[config.mk]
export PLATFORM = sky130hd
export DESIGN_NAME = skibs_ram
export DESIGN_NICKNAME = d
export VERILOG_FILES = /design/src/hdl/skibs_ram.sv
export SDC_FILE = /design/constraint.sdc
export NUM_CORES = 1
export LEC_CHECK = 0
export BUFFER_PORTS_ARGS = -buffer_cell sky130_fd_sc_hd__buf_4
export CORE_AREA = 2 2 105 107
export DETAILED_ROUTE_END_ITERATION = 7
export DIE_AREA = 0 0 107 109
export MAX_ROUTING_LAYER = met4
export PLACE_DENSITY_LB_ADDON = 0.2
export SLEW_MARGIN = 20
export SYNTH_ARGS = -nofsm -noshare
export SYNTH_HDL_FRONTEND = slang
export SYNTH_SLANG_ARGS = --single-unit
[constraint.sdc]
create_clock -name i_clk -period 2.65 [get_ports i_clk]
set_input_delay 0.265 -clock i_clk [delete_from_list [all_inputs] [get_ports i_clk]]
set_output_delay 0.265 -clock i_clk [all_outputs]
set_load 0.01 [all_outputs]
[src/hdl/skibs_ram.sv]
// Simple dual-port RAM: one write port, one registered read port
module skibs_ram #(
    parameter int WIDTH = 8,
    parameter int DEPTH = 16
) (
    input  logic                     i_clk,
    input  logic                     i_we,
    input  logic [$clog2(DEPTH)-1:0] i_waddr,
    input  logic [WIDTH-1:0]         i_wdata,
    input  logic [$clog2(DEPTH)-1:0] i_raddr,
    output logic [WIDTH-1:0]         o_rdata
);

    logic [WIDTH-1:0] r_mem [DEPTH];
    logic [WIDTH-1:0] r_rdata;

    always_ff @(posedge i_clk) begin
        if (i_we) begin
            r_mem[i_waddr] <= i_wdata;
        end
        r_rdata <= r_mem[i_raddr];
    end

    assign o_rdata = r_rdata;

endmodule

---- Yosys cells after proc, flatten, opt, wreduce, memory -nomap -nowiden ----
Memory sizes are Yosys's and may differ from the RTL's. A register that Yosys moved wholly into a read port is not among the register bits.
Index checks and enable logic that the tools add are counted.
word-level totals
  register bits after elaboration ......... 0
  latch bits .............................. 0
  bits in writable memories ............... 128
  ROM bits ................................ 0
  input port bits ......................... 18
  output and inout port bits .............. 8
  logic and storage cells ................. 3
  memories ................................ 1
operators by class
  add/subtract/negate cells ............... 0
  multiply operators ...................... 0
  div/mod/pow operators ................... 0
  magnitude comparators ................... 0
  equal/unequal tests ..................... 0
  shift-type cells ........................ 0
  muxes and demuxes ....................... 2
  bitwise logic cells ..................... 0
  reduce and logical (&&, ||, !) cells .... 0
memories
  memory  depth  bits a word  rd ports  clocked after memory_dff  wr ports  line  text
  r_mem   16     8            1         1                         1         14    logic [WIDTH-1:0] r_mem [DEPTH];
operator list
  kind               count
  two-way mux 1 bit  2

---- Depth between registers and ports, before layout ----
Gate-level depths: netlist of the first run.
  depth in word-level cells ............... 2
  mapped depth ............................ 5
  gate-level depth less buffers ........... 3

---- Least setup slack after synthesis of the first run ----
OpenSTA, ideal clock, no wires.
  path type ............................... input-to-reg
  from .................................... input i_waddr[2]
  to ...................................... memory r_mem[0][0] (enable)
  setup time .............................. 0.383 ns
  data arrival time ....................... 1.375 ns
  data required time ...................... 2.267 ns
  setup slack ............................. 0.892 ns
  cell stages on the path ................. 2
  buffers on the path ..................... 0
  path through ............................ or3b_2 nor3_1
RTL lines
  item             line  text
  start, declared  8     input logic [$clog2(DEPTH)-1:0] i_waddr,
  end, declared    14
No word-level cell before the write port.

---- Worst setup path in the final report of the first run ----
  from .................................... input i_waddr[2]
  to ...................................... memory r_mem[2][7] (enable)
No word-level cell before the write port.

==> summary.txt, run 1 <==
die area = 0.0117 sq mm
FMAX = 721 MHz
Worst Tran Pin Value = 859 ps
CTS Buf Count = 17
Slew headroom = 0.425
nets@finish = 296
Clk network pwr share = 0.462
sequential area share after synthesis = 0.778
Final GP Congestion = 0.729
number of fill cells in the layout = 757
GRT overflow = 0
Post CTS Setup Buffer Count = 0
top sig layer = met4
Mapped Nets = 247
met2 wire length = 4.74 mm
Yosys reg bits = 136
die height = 109 um
Root Buffer = clkbuf_8
Register Area = 0.00400 sq mm
Max Slew Vio Count = 0
vias in the first global route = 2487
Max VDD drop = 0.351 mV
All-Layer GR Usage = 0.189
part of the power in registers = 0.491
Top Ports = 26
Worst Path Required = 2790 ps
delay of the slowest critical-path stage = 630 ps
critical path class = in2reg
clk slew on worst S/H paths = 60 ps
drt first pass iters = 4
# rows = 38
Clock Skew = 7.18 ps
CTS Buffer Depth = 2
Reg-to-Reg Start = r_mem[9][3]
Leak = 2.08 nW
total clock sinks = 136
Psw = 976 uW
antenna diode count = 0
Worst Setup Start Kind = primary input
initial DRC count = 145
Hold WC Path Type = in2reg
unrepaired setup endpoints after global routing = false
final setup TNS = 0 ps
hold_buf cts = 0
CP Capture Type = flip-flop
Clock Latency Late Sink = 510 ps
area grow syn2layout = 18.9%
Hold Crit Start = i_wdata[5]
status = finished, final reports clean
WL/cell = 22.5 um
post-synthesis cell area = 0.00515 sq mm
final wirelength = 9.71 mm
CORE AREA = 0.0106 sq mm
vias per cell = 5.61
pin count of the biggest net entering global routing = 33
first-pass GRT wire length = 14.6 mm
DR WL met3 = 466 um
Starting Density = 0.485
share of cells above drive strength 1 = 0.313
post-CTS sizing = 0
slowest cell on the critical path = nor2_1
CTS tree = yes
Tmin final = 1390 ps
DR vias = 2416
Post-Place Cells = 399
crit path launch = i_waddr[2]
Multi-input gate area = 0.00106 sq mm
Ys Warns = 0
Sw Ratio = 0.198
M1 wire length = 4.40 mm
Max Cap Viol = 0
Comb power frac = 0.047
final period utilization = 0.523
Final Setup Violations = 0
Yosys cell types = 19
CP Data Arrival Time = 1530 ps
Synth Instances = 229
Post-DRT Antenna Nets = 0
initial antenna violation count = 0
H-tree depth = 4
number of remaining DRC errors = 0
DPL Wire Length = 6.23 mm
Final Instance Count excl. Fillers = 431
Internal Power = 3.95 mW
CP cell instances = buf_4, or3b_2, nor2_1
port bufs = 25
Hold Violations, Final = 0
Avg Cell Area, Syn = 22.5 sq um
Power Density = 806 mW/mm^2
Die Width = 107 um
Max Fanout on Critical Path = 8
[cells in the final DEF (no fill, tap or decap), types with 3 or more instances in the layout]
cell type	n
nor2_1	13
bufinv_16	3
clkinvlp_4	3
dfxtp_1	8
mux4_2	18
mux4_1	14
edfxtp_1	128
nand2_1	9
clkbuf_16	16
buf_4	40
nor3_1	4
a22oi_1	16
clkinv_2	7
[stage by stage]
step	total power [mW]	cell area [sq um]	worst slack, ps	util	hold slack, ps
after global placement	2.70	5540	712	0.522	572
after CTS	4.97	6120	1250	0.577	34.7
after detailed placement	2.70	5540	697	0.522	584
after global routing	5.09	6120	1180	0.577	45.5
after floorplan	2.59	5150	892	-	364
final	4.93	6120	1260	0.577	62.1
[cell usage after synthesis (all sizes together)]
cell	count	area, sq um
nand2	9	33.8
clkdlybuf4s25	3	30.0
or3b	1	8.76
and2b	1	7.51
dfxtp	8	160
nor2	13	48.8
mux4	32	773
nor3	4	20.0
nand2b	2	12.5
nor2b	1	6.26
buf	7	56.3
nand3b	2	15.0
and2	1	6.26
edfxtp	128	3840
a22oi	16	120
nand3	1	5.00
[logic make-up (layout without fill, tap and decap cells)]
kind of cell,count (synthesis),count (layout),share of synthesized area
muxes,32,32,0.150
DFF,136,136,0.778
and+or+nand+nor,35,35,0.0318
AOI/OAI and AO/OA,16,16,0.0233
buffers and inverters,10,72,0.0168
[power groups by stage]
stage	Sequential [mW]	Clock, mW	Combinational (mW)
6_report	2.42	2.28	0.231
5_1_grt	2.43	2.42	0.251
4_1_cts	2.42	2.32	0.235
3_5_place_dp	2.47	0	0.235
3_3_place_gp	2.47	0	0.232
2_1_floorplan	2.47	0	0.122
[registers in the layout, summed over array words and instances, names as in the netlist]
name and cells:
r_mem 128, o_rdata 8
[critical path, delay by kind of cell]
family        cells  cell delay [ps]
buf+inv           1              120
simple gates      2             1140
[metal layers]
layer  GRT usage  vias to the layer above
li1            -                     1071
met2       0.288                       78
met5           -                        -
met1       0.240                     1258
met3      0.0568                        9
met4      0.0807                        0
[path summary, 6_finish.rpt]
path	end	slack (ps)	cells past startpoint
worst max-delay path	r_mem[2][7]	1260	3
worst min-delay path	r_mem[0][5]	60	1
worst max register to register	o_rdata[3]	1270	3
worst min register to register	o_rdata[4]	670	3
[final cells by class]
| class | count | area share |
|---|---|---|
| Timing Repair Buffer | 40 | 0.0491 |
| Clock inverter | 14 | 0.0256 |
| Tap cell | 140 | 0.0286 |
| Multi-Input combinational cell | 83 | 0.173 |
| Sequential cell | 136 | 0.654 |
| Clock buffer | 18 | 0.0699 |
(Power assumes the default switching activity.)
==> run 2: changes to the inputs <==
==> constraint.sdc (replaced) <==
create_clock -name i_clk -period 1.39 [get_ports i_clk]
set_input_delay 0.139 -clock i_clk [delete_from_list [all_inputs] [get_ports i_clk]]
set_output_delay 0.139 -clock i_clk [all_outputs]
set_load 0.01 [all_outputs]
==> run 2 against run 1 <==
  * Wire length grew 3.4%
  * Hold slack gained 53 ps
  * First-iteration DRC count is the same
  * Clock-buffer cell count grew 4
  * Non-clock buffer count grew 27
  * Flip-flop and latch count is the same
  * Critical path depth is the same
  * Utilization grew 2.1 points
  * Clock skew shrank 1.0 ps
  * Clock power grew 72%
  * Highest routed layer unchanged
==> summary.txt, run 2 (synthesis results as in run 1) <==
status = finished, final reports clean
Worst Path Required = 1790 ps (-1000 ps)
Post-DRT Antenna Nets = 0 (unchanged)
H-tree depth = 4 (unchanged)
Multi-input gate area = 0.00107 sq mm (+1.4%)
unrepaired setup endpoints after global routing = false
most common cell after layout, fill and taps aside = edfxtp_1
Tmin final = 1350 ps
Leak = 2.20 nW (+5.5%)
critical path class = reg2reg
Post CTS Setup Buffer Count = 0 (unchanged)
final period utilization = 0.974
DR vias = 2537 (+5.0%)
fin area = 0.00635 sq mm (+3.7%)
most frequent cells in the layout = edfxtp_1, buf_4, mux4_2
number of fill cells in the layout = 767 (+1.3%)
delay of the slowest critical-path stage = 520 ps (-110 ps)
nets@finish = 323 (+9.1%)
total clock sinks = 136 (unchanged)
Register Area = 0.00400 sq mm (unchanged)
drt first pass iters = 4 (unchanged)
share of cells above drive strength 1 = 0.336 (+0.0238)
Max Fanout on Critical Path = 1 (-7)
Largest Register = r_mem
FMAX = 738 MHz
pin count of the biggest net entering global routing = 25 (-24%)
number of remaining DRC errors = 0 (unchanged)
Placed Area = 0.00573 sq mm (+3.6%)
Max Slew Vio Count = 0 (unchanged)
die height = 109 um (unchanged)
Slew headroom = 0.492 (+0.0663)
initial antenna violation count = 0 (unchanged)
Starting Density = 0.485 (unchanged)
final setup TNS = 0 ps (unchanged)
All-Layer GR Usage = 0.195 (+0.00533)
Final GP Congestion = 0.746 (+2.3%)
Clock Skew = 6.13 ps (-1.05 ps)
CTS Buf Count = 17 (unchanged)
DR WL met3 = 667 um (+43%)
area grow syn2layout = 23.3%
DPL Wire Length = 6.58 mm (+5.6%)
CORE AREA = 0.0106 sq mm (unchanged)
# rows = 38 (unchanged)
initial DRC count = 145 (unchanged)
Max Cap Viol = 0 (unchanged)
Top Ports = 26 (unchanged)
met2 wire length = 4.74 mm (about the same)
Power Density = 1430 mW/mm^2 (+77%)
CP Data Arrival Time = 1750 ps (+220 ps)
Root Buffer = clkbuf_8
CP Capture Type = flip-flop
slowest cell on the critical path = mux4_1
vias in the first global route = 2579 (+3.7%)
antenna diode count = 0 (unchanged)
CTS Buffer Depth = 2 (unchanged)
Die Width = 107 um (unchanged)
CTS tree = yes
GRT overflow = 0 (unchanged)
first-pass GRT wire length = 15.2 mm (+4.0%)
CP Buf/Inv Count = 0 (-1)
clk slew on worst S/H paths = 60 ps (about the same)
Hold WC Path Type = in2reg
Hold Violations, Final = 0 (unchanged)
Final Setup Violations = 0 (unchanged)
Worst Tran Pin Value = 761 ps (-97.8 ps)
Worst Setup Start Kind = flip-flop
Max VDD drop = 0.920 mV (+160%)
Clock Latency Late Sink = 520 ps (about the same)
vias per cell = 5.54 (-1.2%)
die area = 0.0117 sq mm (unchanged)
Power Total = 9.06 mW (+84%)
CP cell instances = mux4_1, a22oi_1, nand2_1
final wirelength = 10.0 mm (+3.4%)
M1 wire length = 4.49 mm (+2.1%)
max FFs per register = 128 (unchanged)
port bufs = 25 (unchanged)
top sig layer = met4
critical path's top delay family = multiplexers
WL/cell = 21.9 um (-2.7%)
[run 2: routing by layer]
metal,vias to the layer above,GRT usage
li1,1130,-
met1,1290,0.268
met2,108,0.277
met3,9,0.0580
met4,0,0.0751
met5,-,-
[run 2: final cells by class]
cell class / count / area share
Clock buffer: 22 / 0.0698
Clock inverter: 10 / 0.0126
Multi-Input combinational cell: 83 / 0.169
Sequential cell: 136 / 0.631
Tap cell: 140 / 0.0276
Timing Repair Buffer: 67 / 0.0903
[run 2: where the power goes]
part	internal, mW	switching, mW	leakage (nW)
Combinational	0.255	0.256	0.722
Sequential	4.59	0.0325	1.22
Clock	2.39	1.54	0.250
[run 2: worst reg2reg max path: stages (launching register included)]
cell and delay, ps:
edfxtp_1 360, mux4_1 520, a22oi_1 260, nand2_1 90
[run 2: per-stage QoR]
| stage | utilization | instances | hold WS, ps | setup slack, ps |
|---|---|---|---|---|
| after floorplan | - | 229 | 238 | -15.1 |
| after global placement | 0.541 | 418 | 448 | -220 |
| after detailed placement | 0.541 | 418 | 455 | -232 |
| after CTS | 0.598 | 458 | 88.9 | 18.0 |
| after global routing | 0.599 | 458 | 103 | 9.07 |
| final | 0.599 | 458 | 115 | 35.9 |
[run 2: final timing paths]
check / startpoint / to / slack (ps) / cells after the start
hold reg to reg: r_mem[7][2] / o_rdata[2] / 690 / 3
setup / recovery: r_mem[1][3] / o_rdata[3] / 40 / 3
setup reg to reg: r_mem[1][3] / o_rdata[3] / 40 / 3
hold / removal: i_waddr[1] / r_mem[0][1] / 110 / 3
[run 2: timing repair]
item,in CTS,in global routing
resized for setup,1,1
hold buffers,8,0
hold endpoints to repair,128,0
setup endpoints to repair,1,2
pin swaps,0,1
