### src/hdl/skibs_pkg.sv
package skibs_pkg;

    // Table geometry and field widths
    localparam int TABLE_DEPTH = 1024;
    localparam int ADDR_W      = $clog2(TABLE_DEPTH);
    localparam int CNT_W       = $clog2(TABLE_DEPTH + 1);
    localparam int FUNC_W      = 2;
    localparam int KEY_W       = 31;
    localparam int VAL_W       = 32;
    localparam int STAT_W      = 2;
    localparam int ENTRY_W     = KEY_W + VAL_W;

    // Item operations
    localparam logic [FUNC_W-1:0] FUNC_CLEAR  = 2'd0;
    localparam logic [FUNC_W-1:0] FUNC_INSERT = 2'd1;
    localparam logic [FUNC_W-1:0] FUNC_LOOKUP = 2'd2;

    // Result status codes
    localparam logic [STAT_W-1:0] ST_OK   = 2'd0;
    localparam logic [STAT_W-1:0] ST_MISS = 2'd1;
    localparam logic [STAT_W-1:0] ST_FULL = 2'd2;
    localparam logic [STAT_W-1:0] ST_DUP  = 2'd3;

    // Datapath operations, one per microcode step
    typedef enum logic [3:0] {
        OP_ACCEPT   = 4'd0,
        OP_DISPATCH = 4'd1,
        OP_PROBE    = 4'd2,
        OP_NARROW   = 4'd3,
        OP_HIT      = 4'd4,
        OP_SH_INIT  = 4'd5,
        OP_SHIFT    = 4'd6,
        OP_PUT      = 4'd7,
        OP_RESULT   = 4'd8
    } t_op;

    // Jump conditions
    typedef enum logic [3:0] {
        C_NEVER       = 4'd0,
        C_ALWAYS      = 4'd1,
        C_NO_ITEM     = 4'd2,
        C_FUNC_SKIP   = 4'd3,
        C_SEARCH_DONE = 4'd4,
        C_NOT_INSERT  = 4'd5,
        C_INS_BLOCKED = 4'd6,
        C_SHIFT_MORE  = 4'd7,
        C_OUT_BUSY    = 4'd8
    } t_cond;

    // Program counter and step addresses
    localparam int PC_W = 4;
    typedef logic [PC_W-1:0] t_pc;

    localparam t_pc STEP_DISPATCH = 4'd0;
    localparam t_pc STEP_PROBE    = 4'd1;
    localparam t_pc STEP_NARROW   = 4'd2;
    localparam t_pc STEP_HIT      = 4'd3;
    localparam t_pc STEP_INS_CHK  = 4'd4;
    localparam t_pc STEP_SHIFT    = 4'd5;
    localparam t_pc STEP_PUT      = 4'd6;
    localparam t_pc STEP_RESULT   = 4'd7;
    localparam t_pc STEP_WAIT     = 4'd8;
    localparam t_pc STEP_LAST     = STEP_WAIT;

    // One control word
    typedef struct packed {
        t_op   op;
        t_cond cond;
        t_pc   target;
    } t_uword;

    // Status flags from the datapath to the sequencer
    typedef struct packed {
        logic no_item;
        logic func_skip;
        logic search_done;
        logic not_insert;
        logic ins_blocked;
        logic shift_more;
        logic out_busy;
    } t_flags;

endpackage

### src/hdl/skibs_seq.sv
// Microcode sequencer: control ROM, step counter, conditional jumps
module skibs_seq (
    input  logic              i_clk,
    input  logic              i_rst_n,
    input  skibs_pkg::t_flags i_flags,
    output skibs_pkg::t_op    o_op
);

    skibs_pkg::t_pc    r_pc;
    skibs_pkg::t_pc    n_pc;
    skibs_pkg::t_uword w_word;
    logic              w_take;

    // Control program
    function automatic skibs_pkg::t_uword rom(input skibs_pkg::t_pc pc);
        skibs_pkg::t_uword w;
        w = '{skibs_pkg::OP_ACCEPT, skibs_pkg::C_NO_ITEM, skibs_pkg::STEP_WAIT};
        case (pc)
            skibs_pkg::STEP_DISPATCH: w = '{skibs_pkg::OP_DISPATCH,
                skibs_pkg::C_FUNC_SKIP, skibs_pkg::STEP_RESULT};
            skibs_pkg::STEP_PROBE: w = '{skibs_pkg::OP_PROBE,
                skibs_pkg::C_SEARCH_DONE, skibs_pkg::STEP_HIT};
            skibs_pkg::STEP_NARROW: w = '{skibs_pkg::OP_NARROW,
                skibs_pkg::C_ALWAYS, skibs_pkg::STEP_PROBE};
            skibs_pkg::STEP_HIT: w = '{skibs_pkg::OP_HIT,
                skibs_pkg::C_NOT_INSERT, skibs_pkg::STEP_RESULT};
            skibs_pkg::STEP_INS_CHK: w = '{skibs_pkg::OP_SH_INIT,
                skibs_pkg::C_INS_BLOCKED, skibs_pkg::STEP_RESULT};
            skibs_pkg::STEP_SHIFT: w = '{skibs_pkg::OP_SHIFT,
                skibs_pkg::C_SHIFT_MORE, skibs_pkg::STEP_SHIFT};
            skibs_pkg::STEP_PUT: w = '{skibs_pkg::OP_PUT,
                skibs_pkg::C_NEVER, skibs_pkg::STEP_PUT};
            skibs_pkg::STEP_RESULT: w = '{skibs_pkg::OP_RESULT,
                skibs_pkg::C_OUT_BUSY, skibs_pkg::STEP_RESULT};
            skibs_pkg::STEP_WAIT: w = '{skibs_pkg::OP_ACCEPT,
                skibs_pkg::C_NO_ITEM, skibs_pkg::STEP_WAIT};
            default: w = '{skibs_pkg::OP_ACCEPT,
                skibs_pkg::C_NO_ITEM, skibs_pkg::STEP_WAIT};
        endcase
        return w;
    endfunction

    assign w_word = rom(r_pc);
    assign o_op   = w_word.op;

    // Jump condition
    always_comb begin
        case (w_word.cond)
            skibs_pkg::C_NEVER:       w_take = 1'b0;
            skibs_pkg::C_ALWAYS:      w_take = 1'b1;
            skibs_pkg::C_NO_ITEM:     w_take = i_flags.no_item;
            skibs_pkg::C_FUNC_SKIP:   w_take = i_flags.func_skip;
            skibs_pkg::C_SEARCH_DONE: w_take = i_flags.search_done;
            skibs_pkg::C_NOT_INSERT:  w_take = i_flags.not_insert;
            skibs_pkg::C_INS_BLOCKED: w_take = i_flags.ins_blocked;
            skibs_pkg::C_SHIFT_MORE:  w_take = i_flags.shift_more;
            skibs_pkg::C_OUT_BUSY:    w_take = i_flags.out_busy;
            default:                  w_take = 1'b0;
        endcase
    end

    // Next step: jump target, else next word with wrap after the last one
    always_comb begin
        if (w_take) begin
            n_pc = w_word.target;
        end else if (r_pc == skibs_pkg::STEP_LAST) begin
            n_pc = skibs_pkg::STEP_DISPATCH;
        end else begin
            n_pc = r_pc + skibs_pkg::t_pc'(1);
        end
    end

    always_ff @(posedge i_clk) begin
        if (!i_rst_n) begin
            r_pc <= skibs_pkg::STEP_WAIT;
        end else begin
            r_pc <= n_pc;
        end
    end

endmodule

### config.mk
export PLATFORM = sky130hd
export DESIGN_NAME = skibs_seq
export DESIGN_NICKNAME = d
export VERILOG_FILES = /design/src/hdl/skibs_pkg.sv /design/src/hdl/skibs_seq.sv
export SDC_FILE = /design/constraint.sdc
export NUM_CORES = 1
export LEC_CHECK = 0
export ABC_CLOCK_PERIOD_IN_PS = 6600
export BUFFER_PORTS_ARGS = -buffer_cell sky130_fd_sc_hd__buf_4
export CORE_MARGIN = 10
export CORE_UTILIZATION = 33
export CTS_BUF_LIST = sky130_fd_sc_hd__clkbuf_16
export CTS_CLUSTER_SIZE = 28
export DETAILED_ROUTE_END_ITERATION = 6
export SLEW_MARGIN = 20
export SYNTH_ARGS = -nofsm -noshare
export SYNTH_HDL_FRONTEND = slang
export SYNTH_SLANG_ARGS = --single-unit
### constraint.sdc
create_clock -name i_clk -period 6.6 [get_ports i_clk]
set_input_delay 0.33 -clock i_clk [delete_from_list [all_inputs] [get_ports i_clk]]
set_output_delay 0.33 -clock i_clk [all_outputs]
set_load 0.01 [all_outputs]
# Word-level counts from Yosys, hierarchy flattened
# Memories as Yosys holds them, arrays and structs flattened. A register that Yosys moved wholly into a read port is not among the register bits.
# Index checks and enable logic that the tools add are counted.
# totals
output_inout_bits	4
register_bits	4
rom_bits	192
memories	1
wordCells	16
in_bits	9
# mem_list
name	words	word_bits	rd	rd_clocked_by_memory_dff	wr	line_no	text
(name not given)	16	12	1	1	0	skibs_seq.sv:18	case (pc)
# op_classes
addsub	1
n_eq_ne	9
mux	4
# op_table
op	count
equality test 4 x 3 -> 1 bit, second input constant	4
two-way mux 4 bit	3
equality test 4 x 2 -> 1 bit, second input constant	2
equality test 4 bit, second input constant	2
case mux 1 bit (8 select lines)	1
adder 4 x 1 -> 4 bit, second input constant	1
equality test 4 x 1 -> 1 bit, second input constant	1

# Longest topological paths before layout
# depth
depth_word	4
mapped_depth	10
depth_no_buf	9

# Worst setup path before layout
# OpenSTA, ideal clock, no wires.
# synth_timing
path_type	reg-to-reg
from	register, netlist name w_word[6]
to	register, netlist name w_word[4]
required_ns	6.530
setup_ns	0.070
t_arrival_ns	2.045
period_less_slack_ns	2.115
path_slack_ns	4.485
n_path_buf	1
path_stages_with_launch	11
cell_sequence	dfxtp_1 > mux2i_1 > a2111oi_4 > a41oi_4 > buf_6 > mux2i_1 > nor2b_1 > inv_1 > ha_1 > or2_1 > a21oi_1
# synth_between
elab_chain_len	4
elab_cells_between_ends	11
classes_between	eq/ne: 8; mux: 3
# synth_lines
element	line_no	text
equality test 4 bit, or another cell as far along	skibs_seq.sv:48	case (w_word.cond)
case mux 1 bit (8 select lines) *	skibs_seq.sv:48	
two-way mux 4 bit *	skibs_seq.sv:64	if (w_take) begin
two-way mux 4 bit (no source line) *	--	
# Mark *: on every way between the ends. The rest lies on a longest branch, timed or not.
# A chain may end at the register's enable or synchronous reset.

# Worst setup path in the final report
# layout_timing
from	register, netlist name w_word[6]
to	register, netlist name w_word[4]
# layout_between
elab_chain_len	4
elab_cells_between_ends	11
classes_between	eq/ne: 8; mux: 3
# layout_lines
element	line_no
equality test 4 bit, or another cell as far along	skibs_seq.sv:48
case mux 1 bit (8 select lines) *	skibs_seq.sv:48
two-way mux 4 bit *	skibs_seq.sv:64
two-way mux 4 bit (no source line) *	--
# Marked as above.

==> metrics.txt <==
status complete, no violations; measured slew at the worst slew-check pin 0.6487 ns; CP Class register to register; leakage 0.4270 nW; first-pass GRT wire length 2973 µm; total power 0.0005292 W; Synth Area in XOR/XNOR 1.936%; Synth Area in Adders 6.916%; largest family of logic cells by synthesized area compound AO/OA/AOI/OAI gates; Synth Instances 95; total CTS buffers 3; Tcrit/Tclk final 37.83%; Final Cell Area 1056 µm²; final hold viol count 0; syn_nets 109; Tmin final 2.497 ns; DRT iter0 DRCs 27; setup bufs post-CTS 0; Warnings, synthesis 0; synth cell count leaders 15 x dfxtp_1, 11 x nand2_1, 10 x nor2_1, 7 x inv_1, 6 x mux2i_1; worst hold path class input port to register; Max FO, Critical Path 14; Antenna Nets Post-Route 0; setup violators final 0; Placer Congestion 0.7062; fin. max-slew vios 0; most frequent cell after synthesis dfxtp_1; Synth area leaders dfxtp_1 33%, ha_1 6.9%, mux2i_1 6.6%; GRT overflow 0; worst hold slack 0.4365 ns; CTS hold repair buffers 0; arrival time at the worst endpoint 2.67 ns; num rows 18; Max VDD drop 0.2409 mV; Yosys top cell by area dfxtp_1; die area 5235 µm²; vias in the first global route 703; RSZ-0062 raised after global routing no; ANT cells 0; fmax 0.4005 GHz; # resized after CTS 0; CTS max path bufs 2; HPWL after DPL 1288 µm; Setup TNS Final 0 ns; vias 655; Rel. slew slack 56.61%; mux contribution to synthesized area 10.93%; type of origin of the critical path register; Syn Area/Cell 9.522 µm²; max-cap violations 0; Pre-antenna DRT Iters 4; Post-Syn Area 904.6 µm²; Worst Clk Skew 0.004842 ns; final core occ 41.49%; Layout area overhead 16.74%; TritonCTS Sinks 15; CP Capture Type register; die height 72.36 µm; register area share after synthesis 33.20%; Async SR Flop Fraction 0%; power per cell area 501.1 nW/µm²; Post-DP Area 975.9 µm²; Die X 72.36 µm; Top FF cell, synth dfxtp_1; Synth top area share 33.20%; Skew-Pair Late Insertion Delay 0.25 ns; IO Port Bufs 12; Avg WL per Cell 12.67 µm; EDFF count, synth 0; GRT Total Usage 6.858%; post-synthesis simple-gate area fraction 18.81%; distinct cell type count after synthesis 31; Via density 4.888; CTS clk-pin slew, worst paths 0.05 ns; DR DRC count 0; CTS tree done; fin nets 119; #FFs+latches synth 15; layout cells sized above 1 28.85%; Starting Density 35.55%; initial antenna violation count 0; final WL 1698 µm; Compound-Gate Fraction of Synth Area 19.09%; H-Tree Depth 1; WP data required 6.77 ns; core area 2545 µm²; CTS root buffer clkbuf_16; Ports 13; largest net degree at the start of global routing 15
## critical path, cell delays in order (launching register included)
cell	delay, ns
dfxtp_1	0.40
mux2i_1	0.31
a2111oi_4	0.12
a41oi_4	0.56
mux2i_1	0.16
nor2b_1	0.19
inv_1	0.11
ha_1	0.22
or2_1	0.23
a21oi_1	0.11
## power by group
part	internal (W)	switching, W	total (W)
clock network	0.0000808	0.0000357	0.000116
logic	0.000112	0.000146	0.000259
registers	0.000126	0.0000278	0.000154
## area by class of cell
class / instances / area (µm²)
fillers: 255 / 1489
multi-input cells: 66 / 521.8
flip-flops and latches: 15 / 300.3
repair buffers: 12 / 90.09
clock buffers: 3 / 75.07
well taps: 30 / 37.54
inverters: 7 / 26.28
clock inverters: 1 / 5.005
## kinds of logic (layout without fill, tap and decap cells)
logic type      after synthesis  count (layout)
mux                           9               9
flops                        15              15
compound gates               18              18
buf+inv                      14              23
fa+ha+maj                     5               5
xor+xnor                      2               2
simple gates                 32              32
## metal layers
layer | global-route usage, % | share of wire, % | vias to the layer above
li1 | - | - | 340
met1 | 7.220 | 45 | 304
met2 | 11.76 | 49 | 9
met3 | 3.401 | 5.8 | 2
met4 | 1.935 | 0.71 | 0
met5 | 0 | 0 | -
## worst paths after layout
path	from	endpoint	slack, ns	cells past startpoint
worst max-delay path	w_word[6]$_SDFF_PP0_	w_word[4]$_SDFF_PP0_	4.10	9
worst min-delay path	i_rst_n	r_pc[1]$_SDFF_PN0_	0.44	2
worst max register to register	w_word[6]$_SDFF_PP0_	w_word[4]$_SDFF_PP0_	4.10	9
worst min register to register	w_word[3]$_DFF_P_	r_pc[3]$_SDFF_PN1_	0.54	2
## placed cells by master, fill, tap and decap left out, types with 3 or more instances in the layout
master / synthesis / layout
dfxtp_1: 15 / 15
nand2_1: 11 / 11
clkbuf_16: 0 / 3
buf_4: 4 / 12
a21oi_1: 5 / 5
mux2i_1: 6 / 6
o21ai_0: 3 / 3
nor2_1: 10 / 10
inv_1: 7 / 7
ha_1: 5 / 5
nor3b_2: 3 / 3
## through the flow
stage                     std cells  worst slack (ns)
after floorplan                  95             4.485
after global placement          130             4.152
after detailed placement        130             4.128
after CTS                       134             4.085
after global routing            134             3.940
final                           134             4.103
## registers in the layout, summed over array words and instances (netlist names)
register  cells
w_word       11
r_pc          4
Power figures use the tool's default switching activity.
